### src/rtl/core/pfr_pkg.sv
`default_nettype none
// ----------------------------------------------------------------------------
// pfr_pkg: shared types and codes for the port rule packet filter
// Operation codes, result status codes, the search token that travels down
// the rule cell chain and the rule write bus broadcast to every cell.
// ----------------------------------------------------------------------------
package pfr_pkg;

  // Operation codes
  localparam logic [1:0] OP_CLASSIFY = 2'd0;
  localparam logic [1:0] OP_APPEND   = 2'd1;
  localparam logic [1:0] OP_LIST     = 2'd2;

  // Result status codes
  localparam logic [2:0] ST_PASS      = 3'd0;
  localparam logic [2:0] ST_FORWARDED = 3'd1;
  localparam logic [2:0] ST_DROPPED   = 3'd2;
  localparam logic [2:0] ST_ADDED     = 3'd3;
  localparam logic [2:0] ST_FULL      = 3'd4;
  localparam logic [2:0] ST_LISTED    = 3'd5;
  localparam logic [2:0] ST_END       = 3'd6;

  // Forward destination after reset: 100.1.1.10
  localparam logic [31:0] FWD_ADDR_RESET = 32'h6401_010A;

  // Controller states
  typedef enum logic {
    S_IDLE,
    S_SEARCH
  } pfr_state_t;

  // Search token handed from cell to cell
  typedef struct packed {
    logic        active;
    logic        list_mode;
    logic        hit;
    logic [15:0] match_port;
    logic [15:0] new_port;
    logic        fwd;
  } pfr_tok_t;

  // Rule write bus
  typedef struct packed {
    logic        en;
    logic [15:0] match_port;
    logic [15:0] new_port;
    logic        fwd;
  } pfr_wr_t;

endpackage : pfr_pkg
`default_nettype wire

### src/rtl/core/pfr_cell.sv
`default_nettype none
// ----------------------------------------------------------------------------
// pfr_cell: one rule slot of the filter chain
// Holds one rule and a registered copy of the search token. A token that has
// not hit yet takes this rule when the slot is written and its match port
// equals the packet source port; a list token takes the rule at the cursor.
// ----------------------------------------------------------------------------
module pfr_cell #(
  parameter int SLOTS = 16,
  parameter int IDX   = 0
) (
  input  wire                           clk,
  input  wire                           rst_n,
  input  wire pfr_pkg::pfr_wr_t         wr,
  input  wire [$clog2(SLOTS+1)-1:0]     count,
  input  wire [$clog2(SLOTS+1)-1:0]     list_idx,
  input  wire [15:0]                    key_port,
  input  wire pfr_pkg::pfr_tok_t        tok_in,
  output pfr_pkg::pfr_tok_t             tok_out
);
  import pfr_pkg::*;

  localparam int CW = $clog2(SLOTS + 1);
  localparam logic [CW-1:0] MY_IDX = CW'(IDX);

  logic [15:0] match_port_r;
  logic [15:0] new_port_r;
  logic        fwd_r;
  pfr_tok_t    tok_r;
  pfr_tok_t    tok_nxt;

  // Store the rule when the append lands on this slot
  always_ff @(posedge clk) begin
    if (wr.en && (count == MY_IDX)) begin
      match_port_r <= wr.match_port;
      new_port_r   <= wr.new_port;
      fwd_r        <= wr.fwd;
    end
  end

  // Claim the token on a first match or on the listed slot
  always_comb begin
    tok_nxt = tok_in;
    if (tok_in.active) begin
      if (tok_in.list_mode) begin
        if (list_idx == MY_IDX) begin
          tok_nxt.hit        = 1'b1;
          tok_nxt.match_port = match_port_r;
          tok_nxt.new_port   = new_port_r;
          tok_nxt.fwd        = fwd_r;
        end
      end else if (!tok_in.hit && (MY_IDX < count) && (match_port_r == key_port)) begin
        tok_nxt.hit        = 1'b1;
        tok_nxt.match_port = match_port_r;
        tok_nxt.new_port   = new_port_r;
        tok_nxt.fwd        = fwd_r;
      end
    end
  end

  // Advance the token to the next cell
  always_ff @(posedge clk) begin
    if (!rst_n) begin
      tok_r.active <= 1'b0;
    end else begin
      tok_r.active <= tok_nxt.active;
    end
    tok_r.list_mode  <= tok_nxt.list_mode;
    tok_r.hit        <= tok_nxt.hit;
    tok_r.match_port <= tok_nxt.match_port;
    tok_r.new_port   <= tok_nxt.new_port;
    tok_r.fwd        <= tok_nxt.fwd;
  end

  assign tok_out = tok_r;

endmodule : pfr_cell
`default_nettype wire

### src/rtl/core/port_rule_packet_filter.sv
`default_nettype none
// ----------------------------------------------------------------------------
// port_rule_packet_filter: first-match port rule filter with port rewrite
// Ordered rule table held in a chain of cells. Classify and list send a token
// down the chain; append writes the next free cell; results are strobed.
// ----------------------------------------------------------------------------
//  channel   ports                                  handshake
//  input     in_opcode, in_pkt_*, in_rule_*         start & !busy
//  result    out_status, out_*                      out_valid, one cycle
//  config    cfg_wdata                              cfg_we
//
//  Classify and list: the token passes one cell per cycle, and the result
//  is registered from the last cell; busy is high while the token is in
//  the chain.
//  Append, list at end of table and unused opcodes: result in the cycle after
//  accept, busy stays low.
//  Synchronous reset clears the rule count and list cursor and loads the reset
//  forward address; rule contents are undefined until written. The receiver cannot stall.
// ----------------------------------------------------------------------------
module port_rule_packet_filter #(
  parameter int RULE_SLOTS = 16
) (
  input  wire         clk,
  input  wire         rst_n,
  // input item
  input  wire         start,
  output logic        busy,
  input  wire  [1:0]  in_opcode,
  input  wire  [15:0] in_pkt_src_port,
  input  wire  [15:0] in_pkt_dst_port,
  input  wire  [31:0] in_pkt_dst_addr,
  input  wire  [15:0] in_rule_match_port,
  input  wire  [15:0] in_rule_new_port,
  input  wire         in_rule_forward,
  // result item
  output logic        out_valid,
  output logic [2:0]  out_status,
  output logic [15:0] out_src_port,
  output logic [15:0] out_dst_port,
  output logic [31:0] out_dst_addr,
  output logic [15:0] out_listed_match_port,
  output logic [15:0] out_listed_new_port,
  output logic        out_listed_forward,
  // configuration
  input  wire         cfg_we,
  input  wire  [31:0] cfg_wdata
);
  import pfr_pkg::*;

  localparam int CW = $clog2(RULE_SLOTS + 1);
  localparam logic [CW-1:0] FULL_COUNT = CW'(RULE_SLOTS);

  pfr_state_t  state_r, state_nxt;
  logic [CW-1:0] count_r, count_nxt;
  logic [CW-1:0] cursor_r, cursor_nxt;
  logic [CW-1:0] list_idx_r;
  logic [15:0] src_r, dst_r;
  logic [31:0] addr_r;
  logic [31:0] fwd_addr_r;

  logic        accept;
  logic        list_ok;
  logic        table_full;
  logic        need_search;
  logic [15:0] key_sel;
  logic [CW-1:0] lidx_sel;

  pfr_tok_t    chain [0:RULE_SLOTS];
  pfr_tok_t    head_tok;
  pfr_tok_t    tail_tok;
  pfr_wr_t     wr_bus;

  logic        res_valid;
  logic [2:0]  res_status;
  logic [15:0] res_src, res_dst;
  logic [31:0] res_addr;
  logic [15:0] res_lmatch, res_lnew;
  logic        res_lfwd;

  logic        out_valid_r;
  logic [2:0]  status_r;
  logic [15:0] osrc_r, odst_r;
  logic [31:0] oaddr_r;
  logic [15:0] lmatch_r, lnew_r;
  logic        lfwd_r;

  assign busy        = (state_r == S_SEARCH);
  assign accept      = start && !busy;
  assign list_ok     = (cursor_r < count_r);
  assign table_full  = (count_r == FULL_COUNT);
  assign need_search = (in_opcode == OP_CLASSIFY) || ((in_opcode == OP_LIST) && list_ok);
  assign tail_tok    = chain[RULE_SLOTS];

  // The first cell sees the token in the accept cycle: feed it the live item
  assign key_sel  = accept ? in_pkt_src_port : src_r;
  assign lidx_sel = accept ? cursor_r : list_idx_r;

  // Rule cell chain
  assign chain[0] = head_tok;
  for (genvar k = 0; k < RULE_SLOTS; k++) begin : g_cell
    pfr_cell #(
      .SLOTS (RULE_SLOTS),
      .IDX   (k)
    ) u_cell (
      .clk      (clk),
      .rst_n    (rst_n),
      .wr       (wr_bus),
      .count    (count_r),
      .list_idx (lidx_sel),
      .key_port (key_sel),
      .tok_in   (chain[k]),
      .tok_out  (chain[k+1])
    );
  end

  // Next state
  always_comb begin
    state_nxt = state_r;
    case (state_r)
      S_IDLE: begin
        if (accept && need_search) begin
          state_nxt = S_SEARCH;
        end
      end
      S_SEARCH: begin
        if (tail_tok.active) begin
          state_nxt = S_IDLE;
        end
      end
      default: state_nxt = S_IDLE;
    endcase
  end

  // Launch token and rule write bus
  always_comb begin
    head_tok            = '0;
    head_tok.active     = accept && need_search;
    head_tok.list_mode  = (in_opcode == OP_LIST);
    wr_bus.en           = accept && (in_opcode == OP_APPEND) && !table_full;
    wr_bus.match_port   = in_rule_match_port;
    wr_bus.new_port     = in_rule_new_port;
    wr_bus.fwd          = in_rule_forward;
  end

  // Count and cursor updates
  always_comb begin
    count_nxt  = count_r;
    cursor_nxt = cursor_r;
    if (accept) begin
      case (in_opcode)
        OP_APPEND: begin
          if (!table_full) begin
            count_nxt = count_r + CW'(1);
          end
        end
        OP_LIST: begin
          if (list_ok) begin
            cursor_nxt = cursor_r + CW'(1);
          end else begin
            cursor_nxt = '0;
          end
        end
        default: ;
      endcase
    end
  end

  // Result composition
  always_comb begin
    res_valid  = 1'b0;
    res_status = ST_PASS;
    res_src    = '0;
    res_dst    = '0;
    res_addr   = '0;
    res_lmatch = '0;
    res_lnew   = '0;
    res_lfwd   = 1'b0;
    case (state_r)
      S_IDLE: begin
        if (accept) begin
          case (in_opcode)
            OP_CLASSIFY: ;
            OP_APPEND: begin
              res_valid  = 1'b1;
              res_status = table_full ? ST_FULL : ST_ADDED;
            end
            OP_LIST: begin
              if (!list_ok) begin
                res_valid  = 1'b1;
                res_status = ST_END;
              end
            end
            default: begin
              res_valid  = 1'b1;
              res_status = ST_PASS;
            end
          endcase
        end
      end
      S_SEARCH: begin
        if (tail_tok.active) begin
          res_valid = 1'b1;
          if (tail_tok.list_mode) begin
            res_status = ST_LISTED;
            res_lmatch = tail_tok.match_port;
            res_lnew   = tail_tok.new_port;
            res_lfwd   = tail_tok.fwd;
          end else if (tail_tok.hit) begin
            res_src    = tail_tok.new_port;
            res_dst    = tail_tok.new_port;
            res_addr   = tail_tok.fwd ? fwd_addr_r : addr_r;
            res_status = tail_tok.fwd ? ST_FORWARDED : ST_DROPPED;
          end else begin
            res_status = ST_PASS;
            res_src    = src_r;
            res_dst    = dst_r;
            res_addr   = addr_r;
          end
        end
      end
      default: ;
    endcase
  end

  // Control registers
  always_ff @(posedge clk) begin
    if (!rst_n) begin
      state_r     <= S_IDLE;
      count_r     <= '0;
      cursor_r    <= '0;
      fwd_addr_r  <= FWD_ADDR_RESET;
      out_valid_r <= 1'b0;
    end else begin
      state_r     <= state_nxt;
      count_r     <= count_nxt;
      cursor_r    <= cursor_nxt;
      out_valid_r <= res_valid;
      if (cfg_we) begin
        fwd_addr_r <= cfg_wdata;
      end
    end
  end

  // Hold the header and list slot of the item being searched
  always_ff @(posedge clk) begin
    if (accept) begin
      src_r      <= in_pkt_src_port;
      dst_r      <= in_pkt_dst_port;
      addr_r     <= in_pkt_dst_addr;
      list_idx_r <= cursor_r;
    end
  end

  // Result register
  always_ff @(posedge clk) begin
    status_r <= res_status;
    osrc_r   <= res_src;
    odst_r   <= res_dst;
    oaddr_r  <= res_addr;
    lmatch_r <= res_lmatch;
    lnew_r   <= res_lnew;
    lfwd_r   <= res_lfwd;
  end

  assign out_valid             = out_valid_r;
  assign out_status            = status_r;
  assign out_src_port          = osrc_r;
  assign out_dst_port          = odst_r;
  assign out_dst_addr          = oaddr_r;
  assign out_listed_match_port = lmatch_r;
  assign out_listed_new_port   = lnew_r;
  assign out_listed_forward    = lfwd_r;

endmodule : port_rule_packet_filter
`default_nettype wire

### config.mk
export PLATFORM = sky130hd
export DESIGN_NAME = port_rule_packet_filter
export DESIGN_NICKNAME = d
export VERILOG_FILES = /design/src/rtl/core/pfr_pkg.sv /design/src/rtl/core/pfr_cell.sv /design/src/rtl/core/port_rule_packet_filter.sv
export SDC_FILE = /design/constraint.sdc
export NUM_CORES = 1
export LEC_CHECK = 0
export BUFFER_PORTS_ARGS = -buffer_cell sky130_fd_sc_hd__clkbuf_2
export CAP_MARGIN = 5
export CORE_MARGIN = 2
export CORE_UTILIZATION = 48
export CTS_BUF_LIST = sky130_fd_sc_hd__clkbuf_4
export CTS_CLUSTER_DIAMETER = 150
export DETAILED_ROUTE_END_ITERATION = 16
export PLACE_DENSITY_LB_ADDON = 0.25
export SYNTH_ARGS = -nofsm -noshare
export SYNTH_HDL_FRONTEND = slang
export SYNTH_SLANG_ARGS = --single-unit
### constraint.sdc
create_clock -name clk -period 18.8 [get_ports clk]
set_input_delay 2.82 -clock clk [delete_from_list [all_inputs] [get_ports clk]]
set_output_delay 2.82 -clock clk [all_outputs]
set_load 0.02 [all_outputs]
==> impl_metrics.toml <==
[placed_design]
place.gp.congestion = 1.01
hpwl_mm = 93.6
port_buffers = 236

[sta]
hold_viol_final = 0
tightest_slew_ns = 1.37
drv_slew = 0
hold-worst-slack_ns = 0.353
fmax_mhz = 158
setup_viol = 0
slew_headroom_pct = 7.97
fin_tns_setup_ns = 0
period_share_pct = 33.8
fin_crit_ns = 6.35
rsz0062_at_grt = "false"
fin_skew_ns = 0.115

[synthesis]
synth_fa_ha_area_share_pct = 0.291
ys_ff_latch = 1317
synth_flop_cell = "dfxtp_1"
yosysTopAreaCell = "edfxtp_1"
syn_area_um2 = 47300
synthArstFlopShare_pct = 0
synth.mux.area_fraction_pct = 13.2
synth_compound_area_share_pct = 5.72
synth.top_cell.area_share_pct = 36.6
synth_top_family_by_area = "multiplexers"
yosysMostFrequentCell = "dfxtp_1"
yosys-top-cells-area = "edfxtp_1 37%, dfxtp_1 31%, mux2_2 11%"
synth_edf_count = 576
seq_area_frac_synth_pct = 68.0
synthCells = 3298
syn_area_per_cell_um2 = 14.3
yosysWarnings = 0
synth_xor_area_share_pct = 4.35
yosysUniqueCellTypes = 80
syn-num-nets = 3444
post_synth_and_or_nand_nor_area_fraction_pct = 6.09
synth_common_cells = "741 x dfxtp_1, 576 x edfxtp_1, 445 x mux2_2"

[setup_path]
slowest_delay_ns = 0.91
timing.critical_path.slowest_stage_cell = "mux2i_1"
ff2ff_setup_slack_ns = 13.76
crit_type = "primary input to register"
crit_path_end_kind = "register"
crit_chain = "clkbuf_2 -> nand2b_4 -> inv_6 -> buf_4 -> mux2i_1 -> o22a_1 -> o221a_2 -> o2111ai_1 -> o31ai_4 -> buf_4 -> mux2_2"
worstPathMaxFanout = 71
required_ns = 19.80
arrival_ns = 7.35
cp-start-kind = "primary input"
crit_top_cell = "buf_4"

[global_route]
grt_pass1_vias = 29500
antenna_found_initial = 9
grt_overflow = 0
grt_pass1_wl_mm = 195
grtUsageMet2_pct = 41.8
grt_max_degree = 72
grt.busiest_layer = "met2"
grtUsageMet1_pct = 33.4
grt_usage_pct = 26.2
grtUsageMet3_pct = 6.81

[cts]
postCtsSetupBuffers = 0
htree_levels = 5
clk_pin_slew_ns = 0.06
clock-sinks = 1317
insertion_delay_ns = 1.20
cts_hold_buf = 0
cts_buffer_depth = 4
cts_buffers = 342
cts_resized = 0
root_buffer = "clkbuf_4"
cts_tree = "built"

[routing]
ant_nets = 0
drt-pass1-iter-count = 7
postRouteWirelength_mm = 134
wl_per_cell_um = 25.1
vias_per_cell = 5.44
dr_total_vias = 28900
drt_iter0_markers = 2736
drc = 0

[die]
die_h_um = 318
pin_count = 237
design.core.area_um2 = 98000
initial_core_util_pct = 48.3
rows = 115
die_area_um2 = 101000
die-width_um = 318

[power]
pwr_density_cell_nw_per_um2 = 107
p_sw_share_pct = 23.1
netSwitchingPower_uw = 1350
leakage_uw = 0.0213
p_comb_share_pct = 5.4
p_int_uw = 4480
seq_power_share_pct = 52.3
ir_drop_uv = 42.6
clkPwrFrac_pct = 42.3

[final_layout]
drive_gt1_share_pct = 34.5
nets = 3912
area_growth_pct = 14.9
fillCellCount = 8135

[run]
maxCapViolCount = 0

[min_path]
hp-class = "register to register"

[outcome]
status = "complete, no violations"
logic make-up after synthesis:
kind of cell | after synthesis
compound gates | 391
fa+ha+maj | 11
xor+xnor | 235
simple gates | 551
mux | 545
flops | 1317
buf+inv | 248
power by group through the flow:
| stage | Clock, µW | Sequential [µW] | Combinational (µW) |
|---|---|---|---|
| finish | 2460 | 3050 | 315 |
| global route | 2690 | 3040 | 329 |
| CTS | 2530 | 3040 | 306 |
| detailed placement | 0 | 3110 | 305 |
| global placement | 0 | 3110 | 304 |
| floorplan | 0 | 3090 | 174 |
cell type report:
cell class | count | area (µm²) | share of cell area, %
sequential | 1317 | 32100 | 59.1
clock buffer | 560 | 4200 | 7.74
clock inverter | 47 | 253 | 0.465
timing repair buffer | 287 | 1560 | 2.88
multi-input combinational | 1733 | 14300 | 26.2
tap | 1287 | 1610 | 2.96
inverter | 85 | 324 | 0.596
antenna | 2 | 5.00 | 0.00921
routing by layer:
layer  share of wire, %  vias to the layer above
li1                   -                    13100
met1                 41                    14200
met2                 47                     1301
met3                7.8                      316
met4                4.0                       10
met5              0.076                        -
critical path, delay by kind of cell:
family | cells | cell delay (ns)
AO/OA/AOI/OAI | 4 | 0.86
buffers and inverters | 4 | 1.80
multiplexers | 2 | 1.30
AND/OR/NAND/NOR | 1 | 0.45
final timing paths:
check	cells past startpoint	from	endpoint
worst min-delay path	0	g_cell[1].u_cell.tok_out[34]	g_cell[2].u_cell.tok_out[34]
worst min register to register	0	g_cell[1].u_cell.tok_out[34]	g_cell[2].u_cell.tok_out[34]
worst max-delay path	11	start	g_cell[8].u_cell.tok_out[12]
worst max register to register	10	busy	g_cell[8].u_cell.tok_out[12]
per-stage QoR:
stage / area (µm²) / instances / utilization [%] / power, µW / setup WS [ns]
detailed placement: 49900 / 4709 / 50.9 / 3410 / 11.45
floorplan: 47300 / 3298 / - / 3260 / 10.04
global placement: 49900 / 4709 / 50.9 / 3410 / 11.53
global route: 54300 / 5318 / 55.5 / 6070 / 12.35
finish: 54300 / 5318 / 55.5 / 5820 / 12.45
CTS: 54300 / 5316 / 55.5 / 5880 / 12.71
cell usage in the layout (no fill, tap or decap), types with 51 or more instances in the layout:
master	count
a21oi_1	106
and2_1	52
buf_4	51
clkbuf_2	236
clkbuf_4	560
dfxtp_1	740
edfxtp_1	576
inv_1	77
mux2_2	445
nand2_1	140
nor2_1	90
o21ai_0	61
xnor2_1	123
xor2_1	112
sequential cells by signal, indices dropped and copies added (netlist names):
| signal | cells |
|---|---|
| count_r | 5 |
| out_status | 3 |
| g_cell.u_cell.tok_out | 576 |
| cursor_r | 5 |
| busy | 1 |
| g_cell.u_cell.new_port_r | 256 |
| g_cell.u_cell.fwd_r | 16 |
| g_cell.u_cell.match_port_r | 256 |
| fwd_addr_r | 32 |
| out_listed_forward | 1 |
| out_src_port | 16 |
| addr_r | 32 |
| out_dst_addr | 32 |
| dst_r | 16 |
| src_r | 16 |
| out_valid | 1 |
| out_dst_port | 16 |
| list_idx_r | 5 |
| out_listed_new_port | 16 |
| out_listed_match_port | 16 |
(Power assumes the default switching activity.)
